$ cat config.mk
export PLATFORM = sky130hd
export DESIGN_NAME = encoder_wrap_extender_core
export DESIGN_NICKNAME = d
export VERILOG_FILES = /design/src/hw/rtl/ewx_pkg.sv /design/src/hw/rtl/ewx_div.sv /design/src/hw/rtl/ewx_track.sv /design/src/hw/rtl/encoder_wrap_extender_core.sv
export SDC_FILE = /design/constraint.sdc
export NUM_CORES = 1
export LEC_CHECK = 0
export BUFFER_PORTS_ARGS = -buffer_cell sky130_fd_sc_hd__buf_2
export CORE_ASPECT_RATIO = 1.4
export CORE_MARGIN = 1.5
export CORE_UTILIZATION = 40
export DETAILED_ROUTE_END_ITERATION = 8
export HOLD_SLACK_MARGIN = 0.12
export PLACE_DENSITY = 0.64
export SLEW_MARGIN = 20
export SYNTH_ARGS = -nofsm -noshare
export SYNTH_HDL_FRONTEND = slang
export SYNTH_SLANG_ARGS = --single-unit
export TNS_END_PERCENT = 5
$ cat constraint.sdc
create_clock -name i_clk -period 11.9 [get_ports i_clk]
set_clock_uncertainty 0.15 [all_clocks]
set_input_delay 1.19 -clock i_clk [delete_from_list [all_inputs] [get_ports i_clk]]
set_output_delay 1.19 -clock i_clk [all_outputs]
set_load 0.1 [all_outputs]
$ cat src/hw/rtl/ewx_pkg.sv
// ewx_pkg: shared types, register indexes and widths for the encoder wrap extender.
// No dependencies; used by ewx_div, ewx_track and encoder_wrap_extender_core.
package ewx_pkg;

    localparam int COUNTER_BITS_DEF = 16;  // width of the external encoder counter
    localparam int TICKS_W          = 32;  // ticks_per_turn register width
    localparam int SAMPLE_W         = 16;  // counter_sample port width
    localparam int POS_W            = 32;  // position width
    localparam int CFG_DATA_W       = 32;  // widest register
    localparam int CFG_IDX_W        = 1;

    typedef enum logic [CFG_IDX_W-1:0] {
        REG_TICKS     = 1'b0,
        REG_USES_ZERO = 1'b1
    } t_cfg_reg;

    typedef enum logic {
        OP_READ = 1'b0,
        OP_ZERO = 1'b1
    } t_op;

endpackage

$ cat src/hw/rtl/ewx_div.sv
// ewx_div: restoring divider, one quotient bit per cycle; the quotient register
// holds the counter period between runs. Depends on ewx_pkg.
module ewx_div #(
    parameter int NUM_W = ewx_pkg::TICKS_W,
    parameter int DEN_W = ewx_pkg::TICKS_W + 1 - ewx_pkg::COUNTER_BITS_DEF
) (
    input  logic             i_clk,
    input  logic             i_rst_n,
    input  logic             i_start,
    input  logic [NUM_W-1:0] i_num,
    input  logic [DEN_W-1:0] i_den,
    output logic             o_busy,
    output logic [NUM_W-1:0] o_quot
);

    localparam int CNT_W = $clog2(NUM_W);

    logic             r_busy;
    logic [CNT_W-1:0] r_cnt;
    logic [NUM_W-1:0] r_num;   // dividend bits shift out, quotient bits shift in
    logic [DEN_W-1:0] r_rem;
    logic [DEN_W-1:0] r_den;

    logic [DEN_W:0]   trial;
    logic             take;
    logic [DEN_W:0]   diff;

    always_comb begin
        trial = {r_rem, r_num[NUM_W-1]};
        take  = trial >= {1'b0, r_den};
        diff  = trial - {1'b0, r_den};
    end

    always_ff @(posedge i_clk) begin
        if (!i_rst_n) begin
            r_busy <= 1'b0;
            r_cnt  <= '0;
            r_num  <= NUM_W'(1);  // period reads as one before the first run
            r_rem  <= '0;
            r_den  <= '0;
        end else if (i_start) begin
            r_busy <= 1'b1;
            r_cnt  <= '0;
            r_num  <= i_num;
            r_rem  <= '0;
            r_den  <= i_den;
        end else if (r_busy) begin
            r_num <= {r_num[NUM_W-2:0], take};
            r_rem <= take ? diff[DEN_W-1:0] : trial[DEN_W-1:0];
            r_cnt <= r_cnt + 1'b1;
            if (r_cnt == CNT_W'(NUM_W - 1)) begin
                r_busy <= 1'b0;
            end
        end
    end

    assign o_busy = r_busy;
    assign o_quot = r_num;

endmodule

$ cat src/hw/rtl/ewx_track.sv
// ewx_track: last sample and wrap counter state, wrap detection and position math.
// Depends on ewx_pkg.
module ewx_track #(
    parameter int COUNTER_BITS = ewx_pkg::COUNTER_BITS_DEF
) (
    input  logic                           i_clk,
    input  logic                           i_rst_n,
    input  logic                           i_step,
    input  logic [ewx_pkg::SAMPLE_W-1:0]   i_sample,
    input  logic [COUNTER_BITS-1:0]        i_period,
    input  logic [ewx_pkg::TICKS_W-COUNTER_BITS:0] i_wraps,
    output logic [ewx_pkg::POS_W-1:0]      o_position
);

    localparam int CB = COUNTER_BITS;
    localparam int WW = ewx_pkg::TICKS_W + 1 - CB;
    localparam int SW = (CB < ewx_pkg::SAMPLE_W) ? CB : ewx_pkg::SAMPLE_W;
    localparam int PW = WW + CB;

    logic [SW-1:0] r_last;
    logic [WW-1:0] r_wc;

    logic [SW-1:0] sample;
    logic [SW:0]   diff;
    logic          fall;
    logic [SW-1:0] mag;
    logic          jump;
    logic [WW:0]   wc_inc;
    logic [WW:0]   wc_inc_sub;
    logic [WW-1:0] wc_fwd;
    logic [WW-1:0] wc_bwd;
    logic [WW-1:0] n_wc;
    logic [PW-1:0] prod;

    always_comb begin
        sample     = i_sample[SW-1:0];
        diff       = {1'b0, sample} - {1'b0, r_last};
        fall       = diff[SW];
        mag        = fall ? SW'(-diff) : diff[SW-1:0];
        jump       = (CB'(mag) > (i_period >> 1)) && (i_wraps != '0);
        // forward step modulo wraps, one subtract only (stale counts allowed)
        wc_inc     = {1'b0, r_wc} + 1'b1;
        wc_inc_sub = wc_inc - {1'b0, i_wraps};
        wc_fwd     = (wc_inc >= {1'b0, i_wraps}) ? wc_inc_sub[WW-1:0] : wc_inc[WW-1:0];
        wc_bwd     = (r_wc == '0) ? (i_wraps - 1'b1) : (r_wc - 1'b1);
        n_wc       = jump ? (fall ? wc_fwd : wc_bwd) : r_wc;
        prod       = PW'(n_wc) * PW'(i_period);
        o_position = prod[ewx_pkg::POS_W-1:0] + ewx_pkg::POS_W'(sample);
    end

    always_ff @(posedge i_clk) begin
        if (!i_rst_n) begin
            r_last <= '0;
            r_wc   <= '0;
        end else if (i_step) begin
            r_last <= sample;
            r_wc   <= n_wc;
        end
    end

endmodule

$ cat src/hw/rtl/encoder_wrap_extender_core.sv
// encoder_wrap_extender_core: top level of the encoder wrap extender.
// Depends on ewx_pkg, ewx_div and ewx_track.
//
//  Channel | Direction | Handshake               | Payload
//  --------+-----------+-------------------------+--------------------------------
//  input   | in        | i_in_valid / o_in_ready | i_op, i_counter_sample
//  output  | out       | o_out_valid/ i_out_ready| o_position, o_zero_seen
//  config  | in        | i_cfg_we (no wait)      | i_cfg_idx, i_cfg_data
//
// One transaction per cycle sustained while the divider is idle and results
// drain. A read transaction waits in the input register, then its result lands
// in the output register. A zero mark leaves the input register without a result.
// Writing ticks_per_turn starts the period divider: o_in_ready stays low while
// it runs (one quotient bit per cycle). Reset is synchronous, active low.
// The output register stalls the input register only when a read result
// still waits; zero marks pass a stalled output.
module encoder_wrap_extender_core #(
    parameter int COUNTER_BITS = ewx_pkg::COUNTER_BITS_DEF
) (
    input  logic                             i_clk,
    input  logic                             i_rst_n,
    // config port
    input  logic                             i_cfg_we,
    input  logic [ewx_pkg::CFG_IDX_W-1:0]    i_cfg_idx,
    input  logic [ewx_pkg::CFG_DATA_W-1:0]   i_cfg_data,
    // input channel
    input  logic                             i_in_valid,
    output logic                             o_in_ready,
    input  logic                             i_op,
    input  logic [ewx_pkg::SAMPLE_W-1:0]     i_counter_sample,
    // output channel
    output logic                             o_out_valid,
    input  logic                             i_out_ready,
    output logic [ewx_pkg::POS_W-1:0]        o_position,
    output logic                             o_zero_seen
);

    localparam int CB = COUNTER_BITS;
    localparam int TW = ewx_pkg::TICKS_W;
    localparam int WW = TW + 1 - CB;   // wraps per turn reach 2^(32-CB)

    // configuration and derived turn geometry
    logic          r_uses_zero;
    logic          r_has_zero;
    logic [WW-1:0] r_wraps;

    logic [TW-1:0] ticks_eff;    // zero ticks counts as one
    logic [TW:0]   wraps_full;
    logic          ticks_wr;
    logic          uses_wr;
    logic          div_busy;
    logic [TW-1:0] div_quot;
    logic [CB-1:0] period;

    // input register
    logic                         r_a_valid;
    logic                         r_a_op;
    logic [ewx_pkg::SAMPLE_W-1:0] r_a_sample;

    // output register
    logic                         r_out_valid;
    logic [ewx_pkg::POS_W-1:0]    r_out_pos;
    logic                         r_out_zs;

    logic                         a_adv;
    logic                         a_read;
    logic                         step;
    logic [ewx_pkg::POS_W-1:0]    trk_pos;

    always_comb begin
        ticks_wr   = i_cfg_we && (i_cfg_idx == ewx_pkg::REG_TICKS);
        uses_wr    = i_cfg_we && (i_cfg_idx == ewx_pkg::REG_USES_ZERO);
        ticks_eff  = (i_cfg_data[TW-1:0] == '0) ? TW'(1) : i_cfg_data[TW-1:0];
        wraps_full = ({1'b0, ticks_eff} >> CB) + 1'b1;
        period     = div_quot[CB-1:0];
    end

    // input register moves on when its result has room; zero marks never wait
    always_comb begin
        a_read     = r_a_valid && (r_a_op == ewx_pkg::OP_READ);
        a_adv      = r_a_valid && (!a_read || !r_out_valid || i_out_ready);
        o_in_ready = !div_busy && (!r_a_valid || a_adv);
        step       = a_adv && a_read && r_has_zero;
    end

    ewx_div #(
        .NUM_W (TW),
        .DEN_W (WW)
    ) u_div (
        .i_clk   (i_clk),
        .i_rst_n (i_rst_n),
        .i_start (ticks_wr),
        .i_num   (ticks_eff),
        .i_den   (wraps_full[WW-1:0]),
        .o_busy  (div_busy),
        .o_quot  (div_quot)
    );

    ewx_track #(
        .COUNTER_BITS (CB)
    ) u_track (
        .i_clk      (i_clk),
        .i_rst_n    (i_rst_n),
        .i_step     (step),
        .i_sample   (r_a_sample),
        .i_period   (period),
        .i_wraps    (r_wraps),
        .o_position (trk_pos)
    );

    // config registers and zero-seen flag
    always_ff @(posedge i_clk) begin
        if (!i_rst_n) begin
            r_uses_zero <= 1'b0;
            r_has_zero  <= 1'b1;
            r_wraps     <= '0;
        end else begin
            if (ticks_wr) begin
                r_wraps    <= wraps_full[WW-1:0];
                r_has_zero <= !r_uses_zero;
            end else if (uses_wr) begin
                r_uses_zero <= i_cfg_data[0];
                r_has_zero  <= !i_cfg_data[0];
            end else if (a_adv && (r_a_op == ewx_pkg::OP_ZERO)) begin
                r_has_zero <= 1'b1;
            end
        end
    end

    // input register
    always_ff @(posedge i_clk) begin
        if (!i_rst_n) begin
            r_a_valid <= 1'b0;
        end else if (o_in_ready) begin
            r_a_valid <= i_in_valid;
        end else if (a_adv) begin
            r_a_valid <= 1'b0;
        end
    end

    always_ff @(posedge i_clk) begin
        if (o_in_ready && i_in_valid) begin
            r_a_op     <= i_op;
            r_a_sample <= i_counter_sample;
        end
    end

    // output register
    always_ff @(posedge i_clk) begin
        if (!i_rst_n) begin
            r_out_valid <= 1'b0;
        end else if (a_adv && a_read) begin
            r_out_valid <= 1'b1;
        end else if (i_out_ready) begin
            r_out_valid <= 1'b0;
        end
    end

    always_ff @(posedge i_clk) begin
        if (a_adv && a_read) begin
            r_out_pos <= r_has_zero ? trk_pos : '0;
            r_out_zs  <= r_has_zero;
        end
    end

    assign o_out_valid = r_out_valid;
    assign o_position  = r_out_pos;
    assign o_zero_seen = r_out_zs;

    // ---------------------------------------------------------------------
    // assertions
    // ---------------------------------------------------------------------
    a_magic_zero: assert property (@(posedge i_clk) disable iff (!i_rst_n)
        (o_out_valid && !o_zero_seen) |-> (o_position == '0))
        else $error("position not zero while zero mark missing");

    a_div_blocks: assert property (@(posedge i_clk) disable iff (!i_rst_n)
        div_busy |-> !o_in_ready)
        else $error("input taken while period divider runs");

    a_div_starts: assert property (@(posedge i_clk) disable iff (!i_rst_n)
        ticks_wr |=> div_busy)
        else $error("ticks write did not start the divider");

    a_zero_mark_sets: assert property (@(posedge i_clk) disable iff (!i_rst_n)
        (a_adv && (r_a_op == ewx_pkg::OP_ZERO) && !i_cfg_we) |=> r_has_zero)
        else $error("zero mark did not set the zero-seen flag");

endmodule

**Word level (Yosys, flattened, before mapping)**

Index checks and enable logic that the tools add are counted.

- Bits in registers: 159
- Bits of input ports: 55

- Reduce and logical (&&, ||, !) cells: 28
- $add $sub $neg: 10
- $lt $le $gt $ge: 3
- Muxes and demuxes: 19
- Bitwise operators: 4
- Equal/unequal tests: 1
- $mul: 1

Operators with widths:

| kind | count |
|---|---|
| 2-to-1 mux 32 bit | 3 |
| 2-to-1 mux 17 bit | 5 |
| greater-or-equal comparator 18 x 17 -> 1 bit | 2 |
| subtractor 17 x 1 -> 17 bit (second input constant) | 2 |
| subtractor 17 bit | 2 |
| adder 32 x 16 -> 32 bit | 1 |
| logical NOT 32 bit | 1 |
| multiplier 17 x 16 -> 32 bit | 1 |
| adder 17 x 1 -> 18 bit (second input constant) | 1 |
| adder 16 x 1 -> 17 bit (second input constant) | 1 |
| logical NOT 17 bit | 1 |
| nonzero test 17 bit | 1 |
| subtractor 16 x 16 -> 17 bit | 1 |
| greater-than comparator 16 x 15 -> 1 bit | 1 |
| 2-to-1 mux 16 bit | 1 |
| negator 16 bit | 1 |
| logical AND 1 bit | 10 |
| 2-to-1 mux 1 bit | 10 |
| logical NOT 1 bit | 6 |
| nonzero test 2 bit | 3 |
| adder 5 x 1 -> 5 bit (second input constant) | 1 |
| == test 5 bit (second input constant) | 1 |
| NOT 1 bit | 4 |
| logical OR 1 bit | 3 |
| 3 further kinds | 3 |

**Longest topological paths before layout**

- Depth after elaboration: 10
- Depth in mapped cells: 50

**Hierarchy**

A second synthesis with hierarchy kept.

- Cell total of the unflattened synthesis: 2544
- Area total of the unflattened synthesis: 21764.6 µm²

By module, submodules not included:

| module | area each (µm²) | times used | cells each |
|---|---|---|---|
| ewx_track | 14538.9 | 1 | 1791 |
| ewx_div | 4176.5 | 1 | 487 |
| encoder_wrap_extender_core | 3049.2 | 1 | 266 |

**Worst setup path after synthesis**

Ideal clock, no wire load.

- Path type: register -> register
- From: register r_a_sample[0] (netlist bit)
- To: register r_out_pos, in the netlist o_position[31] (data pin)
- Setup time: 0.255 ns
- Buffers on the path: 6
- Stages on the path, launching flop included: 48
- Period minus slack after synthesis: 11.012 ns
- Data arrival time: 10.607 ns
- Slack: 0.888 ns
- Path through: edfxtp_1 -> inv_1 -> ha_1 -> fa_1 -> nor2b_1 -> o2111ai_1 -> a21o_1 -> a211o_1 -> a21oi_1 -> clkbuf_1 -> clkbuf_1 -> buf_1 -> nor2_1 -> xor2_1 -> ha_1 -> and3_1 -> nand3_1 -> o41ai_1 -> [12 not listed] -> fa_1 -> fa_1 -> fa_1 -> inv_1 -> fa_1 -> inv_1 -> ha_1 -> a21o_1 -> a21oi_1 -> nor2b_1 -> o21ai_0 -> a21oi_1 -> a22o_1 -> a31o_2 -> o41a_1 -> xnor2_1 -> xnor2_1 -> and2_1

- Cells in the longest elaborated chain, start to end: 8

Ends and longest elaborated chain:

| item | line | text |
|---|---|---|
| start, declared | encoder_wrap_extender_core.sv:58 | `logic [ewx_pkg::SAMPLE_W-1:0] r_a_sample;` |
| start signal, assigned | encoder_wrap_extender_core.sv:144 | `r_a_sample <= i_counter_sample;` |
| subtractor 16 x 16 -> 17 bit | ewx_track.sv:37 | `diff = {1'b0, sample} - {1'b0, r_last};` |
| negator 16 bit | ewx_track.sv:39 | `mag = fall ? SW'(-diff) : diff[SW-1:0];` |
| 2-to-1 mux 16 bit | ewx_track.sv:39 |  |
| greater-than comparator 16 x 15 -> 1 bit | ewx_track.sv:40 | `jump = (CB'(mag) > (i_period >> 1)) && (i_wraps != '0);` |
| logical AND 1 bit | ewx_track.sv:40 |  |
| 2-to-1 mux 17 bit | ewx_track.sv:46 | `n_wc = jump ? (fall ? wc_fwd : wc_bwd) : r_wc;` |
| multiplier 17 x 16 -> 32 bit | ewx_track.sv:47 | `prod = PW'(n_wc) * PW'(i_period);` |
| adder 32 x 16 -> 32 bit (*) | ewx_track.sv:48 | `o_position = prod[ewx_pkg::POS_W-1:0] + ewx_pkg::POS_W'(sample);` |
| end signal, assigned | encoder_wrap_extender_core.sv:161 | `r_out_pos <= r_has_zero ? trk_pos : '0;` |
| end, declared | encoder_wrap_extender_core.sv:62 | `logic [ewx_pkg::POS_W-1:0] r_out_pos;` |

Mark *: on every way between the ends. The rest lies on a longest branch, timed or not.
A chain may end at the register's enable or synchronous reset.

**Final worst setup path**

- From: register r_a_sample[0] (netlist bit)
- To: register r_out_pos, in the netlist o_position[30] (data pin)

Same word-level chain as after synthesis.

==> Flow_metrics.wiki <==
{| class="wikitable"
! Metric !! Value
|-
| Result of the run || finished, violations left
|-
| Failing checks || DRC
|-
| TritonCTS clock tree || done
|-
| Area Overhead vs Synth || 8.36%
|-
| Count of buffers from port buffering || 89
|-
| Maximum clock rate || roughly 0.087 GHz
|-
| Library cell contributing the largest single delay on the critical path || sky130_fd_sc_hd__or4b_4
|-
| Most common library cell in the layout ignoring fill and taps || sky130_fd_sc_hd__inv_1
|-
| Vertical die dimension || 271 um
|-
| Initial cell density of the core || 40.7%
|-
| Top-level port count || 90
|-
| Count of flip-flops with a built-in enable after synthesis || 50
|-
| Worst path setup slack after routing || 0.413 ns
|-
| Post-placement cell area || ~21000 um2
|-
| Final Instance Count excl. Fillers || 3115
|-
| Sequential-to-total area share from yosys stat || 18.0%
|-
| Clock latency at the later pin of the worst-skew pair || 0.49 ns
|-
| Final non-filler cell area || 22200 um2
|-
| Worst slack after detailed placement || 0.160 ns
|-
| Avg Synthesized Cell Area || 8.43 um2
|-
| Count of final max-slew check failures || 0
|-
| Highest-count cells in the layout ignoring fill and taps || sky130_fd_sc_hd__inv_1, sky130_fd_sc_hd__nand2_1, sky130_fd_sc_hd__fa_1, sky130_fd_sc_hd__nor2_1, sky130_fd_sc_hd__ha_1
|-
| Via count of the first global-routing pass || 17600
|-
| Syn nets || 2885
|-
| Largest net degree at the start of global routing || 86
|-
| Most area-consuming cells after synthesis || sky130_fd_sc_hd__fa_1, sky130_fd_sc_hd__ha_1, sky130_fd_sc_hd__dfxtp_1
|-
| Count of TritonRoute iterations in the first routing pass || 7
|-
| Commonest register cell after synthesis || sky130_fd_sc_hd__dfxtp_1
|-
| Worst setup path category || flop to flop
|-
| Placed insts || 3068
|-
| Area of the mapped netlist || 20500 um2
|-
| Maximum VDD drop || around 0.22 mV
|-
| Leakage power || 0.0100 uW
|-
| Detailed placement HPWL || 49500 um
|-
| Post-Synthesis Cells || 2428
|-
| Clk root buf || sky130_fd_sc_hd__clkbuf_16
|-
| Vias per cell || 5.51
|-
| Global-route wire length before repair || 96600 um
|-
| Die width || 194 um
|-
| Library cell occupying the most area in the post-synthesis netlist || sky130_fd_sc_hd__fa_1
|-
| Yosys cell types || 86
|-
| Final routed wirelength across all metal layers || 62000 um
|-
| Fillers || approximately 5000
|-
| Total number of placement rows || 97
|-
| Setup TNS after final layout || 0 ns
|-
| Placer's final routability congestion estimate || ~0.94
|-
| Data arrival, critical path || 11.53 ns
|-
| Number of failing hold endpoints at the final stage || 0
|-
| Total area of sequential cells || 3690 um2
|-
| Ant diodes || 0
|-
| Maximum single-stage delay on the critical path || 0.62 ns
|-
| P per Cell Area || 290 nW/um2
|-
| CP startpoint kind || flop
|-
| Area of the multi-input gates || 15000 um2
|-
| Routed via count || 17200
|-
| Max-capacitance violation count || 0
|-
| Fraction of post-synthesis cell area in the top cell type by area || 22.1%
|-
| Transition time at the pin with the least slew margin || 1.06 ns
|-
| Initial antenna violation count || 1
|-
| Maximum clock insertion buffer count || 2
|-
| Number of nets in the final layout || between 2000 and 3000
|-
| CTS clk-pin slew, worst paths || roughly 0.08 ns
|-
| Hold crit path type || flop to flop
|-
| Clk sinks || 159
|-
| Period utilisation layout || 96.5%
|-
| Relative slew slack || 29.5%
|-
| Post-synthesis sequential element count || 159
|-
| Die Area || 52500 um2
|-
| Worst Path Max Fanout || 16
|-
| GRT Util Overall || 23.8%
|-
| Count of synthesis-stage warnings from yosys || 0
|-
| Post-DR wirelength/cell || 19.9 um
|-
| Critical Path Sink Type || flop
|-
| Setup-failing EPs final || 0
|-
| Required time reported for the critical path endpoint || 11.95 ns
|-
| Clock period minus worst slack || 11.49 ns
|-
| Remaining DRCs || 8
|-
| Most repeated library cell on the critical path || sky130_fd_sc_hd__fa_1
|-
| Clock buffer count from CTS || 17
|-
| Initial DRC count || between 900 and 1000
|-
| Async set-reset flop share out of synthesis || 0%
|-
| Antenna Nets Post-Route || 0
|-
| Total grt overflow || 0
|-
| Core Box Area || 50200 um2
|-
| Fraction of final layout cells with drive strength greater than 1 || 8.94%
|-
| H-tree levels || 4
|-
| Power Total || 6440 uW
|}
[worst paths after layout]
path                                          end  depth (start not counted)                       startpoint  slack, ns
setup / recovery     o_position[30]$_SDFFCE_PN0P_                         43          r_a_sample[0]$_DFFE_PP_       0.41
hold / removal    u_track.r_last[15]$_SDFFE_PN0P_                          2  u_track.r_last[15]$_SDFFE_PN0P_       0.31
setup reg to reg     o_position[30]$_SDFFCE_PN0P_                         43          r_a_sample[0]$_DFFE_PP_       0.41
hold reg to reg   u_track.r_last[15]$_SDFFE_PN0P_                          2  u_track.r_last[15]$_SDFFE_PN0P_       0.31
[state kept, by name (all words and copies together) (netlist names), 5 cells and up]
name            count
o_position         32
r_a_sample         16
u_div.o_quot       32
u_div.r_cnt         5
u_div.r_den        17
u_div.r_rem        17
u_track.r_last     16
u_track.r_wc       17
[critical path, delay by kind of cell, from the launching register on]
| family | cells | cell delay, ns |
|---|---|---|
| AOI/OAI and AO/OA | 11 | 2.39 |
| xor gates and xnor gates | 2 | 0.21 |
| adders and majority gates | 10 | 4.37 |
| buffers and inverters | 6 | 0.41 |
| DFF | 1 | 0.38 |
| muxes | 1 | 0.40 |
| and+or+nand+nor | 13 | 2.85 |
[power by group]
| group | total, uW | switching (uW) | internal (uW) |
|---|---|---|---|
| clock | 569 | 289 | 280 |
| sequential | 850 | 70.1 | 780 |
| combinational | 5020 | 3070 | 1950 |
| total | 6440 | 3430 | 3010 |
[stage by stage]
| stage | utilization, % | hold slack (ns) |
|---|---|---|
| floorplan | - | 0.286 |
| global placement | 42.5 | 0.292 |
| detailed placement | 42.6 | 0.296 |
| CTS | 43.7 | 0.307 |
| global route | 44.1 | 0.330 |
| finish | 44.1 | 0.306 |
[metal layers]
metal / vias to the layer above / global-route usage (%) / share of wire, %
li1: 8031 / - / -
met1: 8375 / 25.9 / 37
met2: 599 / 42.8 / 51
met3: 161 / 3.57 / 5.5
met4: 0 / 15.6 / 6.9
met5: - / 0 / 0
[final cells by class]
class	count	area share [%]
Timing Repair Buffer	125	3.23
Inverter	365	6.18
Sequential cell	159	16.6
Clock buffer	18	1.94
Clock inverter	14	0.626
Multi-Input combinational cell	1791	67.8
Tap cell	643	3.63
[cell usage after synthesis (4+ instances only)]
cell	instances
sky130_fd_sc_hd__ha_1	176
sky130_fd_sc_hd__or3_1	11
sky130_fd_sc_hd__a21oi_1	135
sky130_fd_sc_hd__o21ai_0	74
sky130_fd_sc_hd__nor3_1	33
sky130_fd_sc_hd__xnor2_1	67
sky130_fd_sc_hd__or4_1	5
sky130_fd_sc_hd__nand4_1	16
sky130_fd_sc_hd__o211ai_1	20
sky130_fd_sc_hd__buf_6	9
sky130_fd_sc_hd__nor2b_1	23
sky130_fd_sc_hd__dfxtp_1	109
sky130_fd_sc_hd__mux2i_1	41
sky130_fd_sc_hd__and2_1	90
sky130_fd_sc_hd__nand3_1	33
sky130_fd_sc_hd__o31ai_1	4
sky130_fd_sc_hd__a21o_1	37
sky130_fd_sc_hd__a211oi_1	56
sky130_fd_sc_hd__buf_2	12
sky130_fd_sc_hd__mux2_2	10
sky130_fd_sc_hd__and3_1	20
sky130_fd_sc_hd__o21bai_1	9
sky130_fd_sc_hd__xor2_1	43
sky130_fd_sc_hd__inv_1	365
sky130_fd_sc_hd__buf_1	10
sky130_fd_sc_hd__edfxtp_1	50
sky130_fd_sc_hd__a31oi_1	12
sky130_fd_sc_hd__nor4_1	26
sky130_fd_sc_hd__clkbuf_1	81
sky130_fd_sc_hd__nand2_1	286
sky130_fd_sc_hd__o21a_1	20
sky130_fd_sc_hd__nor2_1	186
sky130_fd_sc_hd__nor3b_1	8
sky130_fd_sc_hd__a211o_1	5
sky130_fd_sc_hd__or2_2	6
sky130_fd_sc_hd__fa_1	226
sky130_fd_sc_hd__o2111ai_1	4
sky130_fd_sc_hd__nand2b_1	33
[logic make-up after synthesis]
kind of cell | count (synthesis) | synth area share (%)
fa+ha+maj | 402 | 32.9
flops | 159 | 18.0
simple gates | 798 | 18.7
buf+inv | 480 | 9.30
xor+xnor | 110 | 4.71
compound gates | 424 | 13.5
mux | 55 | 2.90
[timing repair]
| action | 4_1_cts | 5_1_grt |
|---|---|---|
| resized for setup | 0 | 23 |
| hold buffers | 0 | 0 |
| endpoints found under the setup margin | 0 | 12 |
| setup buffers | 0 | 13 |
Note: power is estimated with default switching activity, not from simulation.
